## src/rtl/lpt_pkg.sv

```systemverilog
// shared constants, field widths and control/status types for the prefix trie
package lpt_pkg;

    // default sizing
    localparam int unsigned NODE_COUNT_DEF    = 1024;
    localparam int unsigned ALPHABET_SIZE_DEF = 26;

    // request field widths
    localparam int unsigned OP_W     = 2;
    localparam int unsigned LETTER_W = 5;

    // operation codes (codes 2 and 3 act as a prefix test)
    localparam logic [OP_W-1:0] OP_INSERT = 2'd0;
    localparam logic [OP_W-1:0] OP_SEARCH = 2'd1;

    // controller to datapath commands
    typedef struct packed {
        logic capture;  // take request fields, launch memory reads
        logic exec;     // apply one letter to the walk
        logic init;     // zero the row of the node just allocated
        logic finish;   // close the word, load the result register
    } t_cmd;

    // datapath to controller status
    typedef struct packed {
        logic alloc;     // current letter allocates a node
        logic out_free;  // result register can take a new result
    } t_status;

endpackage

```

## src/rtl/lpt_ctrl.sv

```systemverilog
// sequencer for the prefix trie: request intake, letter step, node init, word close
module lpt_ctrl
    import lpt_pkg::*;
(
    input  logic    i_clk,
    input  logic    i_rst_n,
    input  logic    i_s_tvalid,
    input  logic    i_s_tlast,
    input  t_status i_st,
    output t_cmd    o_cmd,
    output logic    o_s_tready
);

    typedef enum logic [2:0] {
        S_BOOT,
        S_IDLE,
        S_EXEC,
        S_INIT,
        S_FINISH
    } t_state;

    t_state r_state, n_state;
    logic   r_ready, n_ready;

    // command decode
    always_comb begin
        o_cmd         = '0;
        o_cmd.capture = (r_state == S_IDLE) && r_ready && i_s_tvalid;
        o_cmd.exec    = (r_state == S_EXEC);
        o_cmd.init    = (r_state == S_INIT) || (r_state == S_BOOT);
        o_cmd.finish  = (r_state == S_FINISH) && i_st.out_free;
    end

    // next state
    always_comb begin
        n_state = r_state;
        case (r_state)
            S_BOOT: n_state = S_IDLE;
            S_IDLE: begin
                if (o_cmd.capture) begin
                    n_state = i_s_tlast ? S_FINISH : S_EXEC;
                end
            end
            S_EXEC: n_state = i_st.alloc ? S_INIT : S_IDLE;
            S_INIT: n_state = S_IDLE;
            S_FINISH: begin
                if (i_st.out_free) begin
                    n_state = S_IDLE;
                end
            end
            default: n_state = S_BOOT;
        endcase
        n_ready = (n_state == S_IDLE);
    end

    // state and ready register
    always_ff @(posedge i_clk) begin
        if (!i_rst_n) begin
            r_state <= S_BOOT;
            r_ready <= 1'b0;
        end else begin
            r_state <= n_state;
            r_ready <= n_ready;
        end
    end

    assign o_s_tready = r_ready;

endmodule

```

## config.mk

```make
export PLATFORM = sky130hd
export DESIGN_NAME = lpt_ctrl
export DESIGN_NICKNAME = d
export VERILOG_FILES = /design/src/rtl/lpt_pkg.sv /design/src/rtl/lpt_ctrl.sv
export SDC_FILE = /design/constraint.sdc
export NUM_CORES = 1
export LEC_CHECK = 0
export ABC_CLOCK_PERIOD_IN_PS = 1000
export BUFFER_PORTS_ARGS = -buffer_cell sky130_fd_sc_hd__buf_4
export CAP_MARGIN = 20
export CORE_AREA = 5 5 42 44
export CTS_CLUSTER_DIAMETER = 100
export DETAILED_ROUTE_END_ITERATION = 10
export DIE_AREA = 0 0 47 49
export PLACE_DENSITY = 0.41
export SYNTH_ARGS = -nofsm -noshare
export SYNTH_HDL_FRONTEND = slang
export SYNTH_SLANG_ARGS = --single-unit
```

## constraint.sdc

```tcl
create_clock -name i_clk -period 1 [get_ports i_clk]
set_input_delay 0 -clock i_clk [delete_from_list [all_inputs] [get_ports i_clk]]
set_output_delay 0 -clock i_clk [all_outputs]
set_load 0.02 [all_outputs]
```

---- Yosys cells after proc, flatten, opt, wreduce, memory -nomap -nowiden ----
Cells that the tools add are included.
word-level totals
  register bits after elaboration ......... 4
  input bits .............................. 6
  output and inout port bits .............. 5
  logic and storage cells ................. 18
operators by class
  equality and inequality tests ........... 5
  multiplexer cells ....................... 5
  reductions and logical operators ........ 6
operators with widths
  operator                                                         count
  3-bit case mux with 4 select lines                               1
  3-bit two-way mux                                                3
  3-bit by 1-bit == test with 1-bit output, second input constant  2
  3-bit by 2-bit == test with 1-bit output, second input constant  2
  3-bit == test, second input constant                             1
  1-bit logical AND                                                3
  3-bit zero test                                                  1
  2-bit two-way mux                                                1
  2-bit OR reduction                                               1
  1-bit logical OR                                                 1

---- Longest topological paths before layout ----
Gate-level depths: netlist (run 1).
  word-level depth ........................ 6
  gate-level depth with buffers ........... 3
  gate-level depth less buffers ........... 3

---- Worst setup path after synthesis (run 1) ----
No wires, ideal clock.
  kind .................................... flip-flop to flip-flop
  from .................................... register r_ready (netlist: o_s_tready)
  to ...................................... register r_ready (netlist: o_s_tready)
  library setup time ...................... 0.155 ns
  data arrival time ....................... 1.019 ns
  required time ........................... 0.845 ns
  slack ................................... -0.173 ns
  cell stages (with the launch flop) ...... 4
  buffers on the path ..................... 0
  period minus slack after synthesis ...... 1.173 ns
  path through ............................ dfxtp_1 -> nand3b_4 -> nor2_1 -> a222oi_1
RTL lines
  what                    RTL line        source
  from (decl)             lpt_ctrl.sv:23  logic r_ready, n_ready;
  from (signal assigned)  lpt_ctrl.sv:63  r_ready <= n_ready;

==> flow_metrics.env, run 1 <==
export IMPL_hold_class="input pin to flop"
export IMPL_slew_headroom_pct=83.6
export IMPL_fin_crit_ns=1.08
export IMPL_grt_pass1_vias=275
export IMPL_min_delay_start="i_s_tlast"
export IMPL_timing_final_crit_share_pct=108
export IMPL_hpwlAfterDp_um=514
export IMPL_startpoint_type="flop"
export IMPL_yosys_area_top_type="dfxtp_1"
export IMPL_nets=55
export IMPL_hold_slack_ns=0.0356
export IMPL_crit_type="flop to primary output"
export IMPL_antenna_found_initial=0
export IMPL_ioPinCount=11
export IMPL_worstReg2RegStart="r_state[1]"
export IMPL_ant_nets=0
export IMPL_cts_made_buffers=3
export IMPL_io_buffers=10
export IMPL_p_leak_uw=0.000209
export IMPL_seq_area_frac_synth_pct=35.0
export IMPL_placedInstanceArea_um2=384
export IMPL_grt_overflow_total=0
export IMPL_ff2ff_setup_slack_ns=-0.06
export IMPL_via_per_inst=4.16
export IMPL_r2r_end="r_state[1]"
export IMPL_rsz0062_at_grt="yes"
export IMPL_drcViolationCount=0
export IMPL_drive_gt1_share_pct=68.8
export IMPL_cp_arrival_ns=1.08
export IMPL_ys_ff_latch=4
export IMPL_die_area_um2=2300
export IMPL_avgSynthCellArea_um2=8.48
export IMPL_drv_cap=0
export IMPL_worstSetupEndpointType="primary output"
export IMPL_clk_transition_reported_paths_ns=0.04
export IMPL_start_util_pct=16.3
export IMPL_grt_max_degree=5
export IMPL_synthTopCellsByArea="dfxtp_1 35%, nand3b_4 8.7%, nand2_1 6.6%, nor3b_2 5.5%, nor2_1 4.9%"
export IMPL_fp_dieH_um=49
export IMPL_clock_latency_ns=0.24
export IMPL_drt_iter0_drc=4
export IMPL_chipWidth_um=47
export IMPL_synth_warning_count=0
export IMPL_hold_end="r_state[1]"
export IMPL_synth_cell_types=17
export IMPL_dr_pass1_iters=4
export IMPL_grt_util_all_layers_pct=6.76
export IMPL_top_usage_layer="met2"
export IMPL_cts_tree="built"
export IMPL_met3_usage_pct=2.95
export IMPL_hold_viol=0
export IMPL_cts_buffer_depth=2
export IMPL_fin_ws_ns=-0.0823
export IMPL_synth_top_area_share_pct=35.0
export IMPL_num_rows=14
export IMPL_violations="setup timing"
export IMPL_setup_viol=6
export IMPL_finalInstanceArea_um2=478
export IMPL_min_path_cells=3
export IMPL_wl_per_cell_um=10.4
export IMPL_reg2regPathDepth=3
export IMPL_synthCells=27
export IMPL_critPathRequiredTime_ns=1.00
export IMPL_path_max_fanout=4
export IMPL_place_congestion=0.757
export IMPL_outcome="finished, violations left"
export IMPL_irDropWorstVdd_uv=622
export IMPL_synthToLayoutAreaGrowth_pct=109
export IMPL_cts_root_buffer="clkbuf_4"
export IMPL_drt_wl_total_um=665
export IMPL_antennaDiodeCount=0
export IMPL_grtUsageMet2_pct=9.73
export IMPL_syn_nets=33
export IMPL_grt_pass1_wl_mm=1.06
export IMPL_via_count=266
export IMPL_core_area_um2=1400
export IMPL_tightest_slew_ns=0.246
export IMPL_cts_sinks=4
export IMPL_netlist_area_um2=229
export IMPL_use_met1_pct=5.93
export IMPL_htreeDepth=1
export IMPL_finalPower_uw=639
export IMPL_p_per_area_nw_per_um2=1340
export IMPL_fmax_ghz=0.924
export IMPL_report_final_slew_viol_count=0
export IMPL_fin_skew_ns=0.00470
==> cells in the final DEF (no fill, tap or decap), types with 2 or more instances in the layout <==
cell      Yosys  routed
nand2_1       4       4
dfxtp_4       0       3
buf_4         0      11
nor2_1        3       2
buf_6         0       5
inv_1         2       2
clkbuf_4      0       3
==> cells by family after synthesis <==
kind of cell	after synthesis	share of synthesized area (%)
buffers and inverters	2	3.28
xor gates and xnor gates	1	3.83
DFF	4	35.0
and+or+nand+nor	15	42.1
AOI/OAI and AO/OA	5	15.8
==> registers in the layout (all words and copies together), names as in the netlist <==
name and cells:
o_s_tready 1, r_state 3
==> how the worst max path moves through the flow <==
stage	startpoint	end	slack, ns	cells after the start
finish	r_state[1]	o_cmd[3]	-0.08	4
global route	r_state[1]	o_cmd[3]	-0.12	4
CTS	r_state[0]	o_cmd[1]	-0.09	4
detailed placement	r_state[1]	r_state[1]	-0.02	3
global placement	r_state[1]	r_state[1]	-0.01	3
floorplan	r_state[1]	r_state[1]	0.002	3
==> metrics by stage <==
step	setup TNS, ns	utilization, %	cells	setup WS, ns
2_1_floorplan	0	-	27	0.00159
3_3_place_gp	-0.00989	27.4	58	-0.00989
3_5_place_dp	-0.0306	27.4	58	-0.0247
4_1_cts	-0.320	32.7	64	-0.0942
5_1_grt	-0.585	34.1	64	-0.123
6_report	-0.281	34.1	64	-0.0823
==> layer usage <==
metal,vias to the layer above,share of wire [%]
met3,2,4.7
li1,136,-
met2,4,56
met5,-,0
met4,0,1.4
met1,124,38
==> cells in the mapped netlist <==
cell type and number:
a21oi_1 1, a222oi_1 1, and2b_2 1, dfxtp_1 4, inv_1 2, nand2_1 4, nand2b_1 1, nand3_1 1
nand3b_4 1, nor2_1 3, nor2b_1 1, nor3_1 1, nor3b_2 1, o21ai_0 2, o32a_2 1, or3_1 1
xor2_1 1
==> worst max-delay path, cell delays in order (launching register included) <==
cell and delay [ns]:
dfxtp_2 0.33, nand3b_4 0.18, buf_6 0.13, nor2_4 0.09
buf_6 0.12
==> power breakdown <==
part,total [uW],internal [uW],switching (uW)
clock network,219,150,69.1
logic,218,119,99.0
registers,201,181,21.0
total,639,450,189
==> repair_timing <==
item / CTS / global route
endpoints found under the hold margin: 1 / 0
resized for setup: 10 / 4
endpoints found under the setup margin: 6 / 7
hold buffers: 1 / 0
buffers inserted: 1 / 0
pin swaps: 3 / 1
==> area by class of cell <==
cell class                 instances  area, um2
timing repair buffer              17        149
multi-input combinational         21        183
tap                               16       20.0
sequential                         4       92.6
fill                             158        923
clock buffer                       4       26.3
inverter                           2       7.51
Power figures use the tool's default switching activity.
==> run 2, diff against run 1 <==
==> constraint.sdc (replaced) <==
create_clock -name i_clk -period 1 [get_ports i_clk]
set_input_delay 0.1 -clock i_clk [delete_from_list [all_inputs] [get_ports i_clk]]
set_output_delay 0.1 -clock i_clk [all_outputs]
set_load 0.02 [all_outputs]
==> run 2 against run 1 <==
Against the previous run:
- the run still ends with setup timing left
- utilization up 0.089 points
- clock skew down 0.0023 ns
- critical path type unchanged
- cell count up 3.1%
- largest power group is now combinational logic
- final area up 0.26%
- critical path depth unchanged
==> flow_metrics.env, run 2 (same netlist as run 1, synthesis figures left out) <==
export IMPL_outcome="finished, violations left"
export IMPL_violations="setup timing"
export IMPL_drt_iter0_drc=10
export IMPL_drv_cap=0
export IMPL_cts_sinks=4
export IMPL_drcViolationCount=0
export IMPL_path_max_fanout=4
export IMPL_slew_headroom_pct=77.2
export IMPL_irDropWorstVdd_uv=680
export IMPL_cts_tree="built"
export IMPL_ff2ff_setup_slack_ns=-0.18
export IMPL_fin_ws_ns=-0.190
export IMPL_report_final_slew_viol_count=0
export IMPL_grt_util_all_layers_pct=7.82
export IMPL_p_int_uw=458
export IMPL_preCtsSetupSlack_ns=-0.0297
export IMPL_grt_pass1_vias=317
export IMPL_swShare_pct=30.7
export IMPL_fp_dieH_um=49
export IMPL_synthToLayoutAreaGrowth_pct=109
export IMPL_regMostFlops="r_state"
export IMPL_n_fill_cell=163
export IMPL_drt_wl_total_um=778
export IMPL_placedInstanceArea_um2=384
export IMPL_fin_crit_ns=1.19
export IMPL_antennaDiodeCount=0
export IMPL_fin_skew_ns=0.00237
export IMPL_grt_overflow_total=0
export IMPL_setup_viol=7
export IMPL_finalInstanceArea_um2=479
export IMPL_hold_slack_ns=0.104
export IMPL_cp_endpoint="o_cmd[3]"
export IMPL_critPathRequiredTime_ns=0.90
export IMPL_pwr_share_clk_pct=34.8
export IMPL_cts_root_buffer="clkbuf_4"
export IMPL_clk_transition_reported_paths_ns=0.04
export IMPL_nets=57
export IMPL_clock_latency_ns=0.24
export IMPL_crit_path_start="r_state[1]"
export IMPL_worstReg2RegStart="r_state[1]"
export IMPL_hold_viol=0
export IMPL_path_depth=4
export IMPL_antenna_found_initial=0
export IMPL_io_buffers=10
export IMPL_htreeDepth=1
export IMPL_fin_setup_tns_ns=-1.03
export IMPL_cp_slowest_cell="dfxtp_2"
export IMPL_grt_max_degree=5
export IMPL_hpwlAfterDp_um=513
export IMPL_start_util_pct=16.3
export IMPL_via_per_inst=4.20
export IMPL_place_congestion=0.778
export IMPL_crit_buf_inv=2
export IMPL_crit_type="flop to primary output"
export IMPL_worstSetupEndpointType="primary output"
export IMPL_num_rows=14
export IMPL_fmax_ghz=0.841
export IMPL_wl_per_cell_um=11.8
export IMPL_tightest_slew_ns=0.341
export IMPL_seqPwrFrac_pct=30.3
export IMPL_crit_family="flip-flops"
export IMPL_grt_pass1_wl_mm=1.27
export IMPL_p_per_area_nw_per_um2=1380
export IMPL_drive_gt1_share_pct=68.0
export IMPL_ant_nets=0
export IMPL_final_cell_mix="12 x buf_4, 7 x buf_6, 4 x nand2_1"
export IMPL_slowest_delay_ns=0.33
export IMPL_p_comb_share_pct=34.9
export IMPL_p_leak_uw=0.000224
export IMPL_timing_final_crit_share_pct=119
export IMPL_rsz0062_at_grt="yes"
export IMPL_fin_util_pct=34.2
export IMPL_dr_pass1_iters=5
export IMPL_core_area_um2=1400
export IMPL_critPathMostFrequentCell="buf_6"
export IMPL_startpoint_type="flop"
export IMPL_reg2regPathDepth=4
export IMPL_r2r_end="o_s_tready"
export IMPL_largest_register_ffs=3
export IMPL_cts_buffer_depth=2
export IMPL_via_count=277
export IMPL_cp_arrival_ns=1.09
export IMPL_cts_made_buffers=3
export IMPL_chipWidth_um=47
export IMPL_ioPinCount=11
export IMPL_path_cells="nand3b_4 > buf_6 > nor2_4 > buf_6"
export IMPL_netSwitchingPower_uw=203
export IMPL_hold_class="input pin to flop"
export IMPL_final_common_cell="buf_4"
export IMPL_die_area_um2=2300
## run 2: cell types whose count changed in the layout (fill, tap and decap cells not counted), sizes merged
cell         delta
buf             +3
dlygate4sd3     -1
## run 2: worst register-to-register path: stages, from the launching register on
cell and delay [ns]:
dfxtp_2 0.35, nand3b_4 0.15, buf_6 0.11, nand3_2 0.08, a222oi_1 0.37
## run 2: repair_timing
item / CTS / global route
pin swaps: 5 / 4
gates resized for setup: 6 / 7
hold buffers: 0 / 0
setup endpoints to repair: 6 / 8
buffers inserted: 2 / 1
cloned: 0 / 0
## run 2: how the worst min path moves through the flow
stage,startpoint,endpoint,cells after the start
floorplan,i_st[1],o_s_tready,1
global placement,i_st[1],o_s_tready,2
detailed placement,i_st[1],o_s_tready,2
CTS,i_st[1],o_s_tready,2
global route,i_st[1],o_s_tready,2
finish,i_st[1],o_s_tready,2
## run 2: power by group through the flow
stage / sequential [uW] / combinational [uW] / clock, uW
CTS: 199 / 204 / 235
global route: 202 / 249 / 245
floorplan: 214 / 74.8 / 0
global placement: 202 / 181 / 0
detailed placement: 200 / 181 / 0
finish: 200 / 231 / 230
## run 2: final cells by class
type	count	area, um2	share of cell area [%]
well taps	16	20.0	4.18
inverters	2	7.51	1.57
flip-flops and latches	4	87.6	18.3
repair buffers	19	169	35.2
multi-input cells	21	169	35.2
clock buffers	4	26.3	5.48
## run 2: through the flow
stage / total power [uW] / std cells
after floorplan: 289 / 27
after global placement: 382 / 59
after detailed placement: 382 / 59
after CTS: 639 / 65
after global routing: 697 / 66
final: 661 / 66
## run 2: layer usage
layer | track usage (%) | vias up | wire [um]
li1 | - | 139 | -
met1 | 6.61 | 126 | 242
met2 | 12.4 | 8 | 453
met3 | 4.80 | 4 | 47
met4 | 5.99 | 0 | 36
met5 | 0 | - | 0
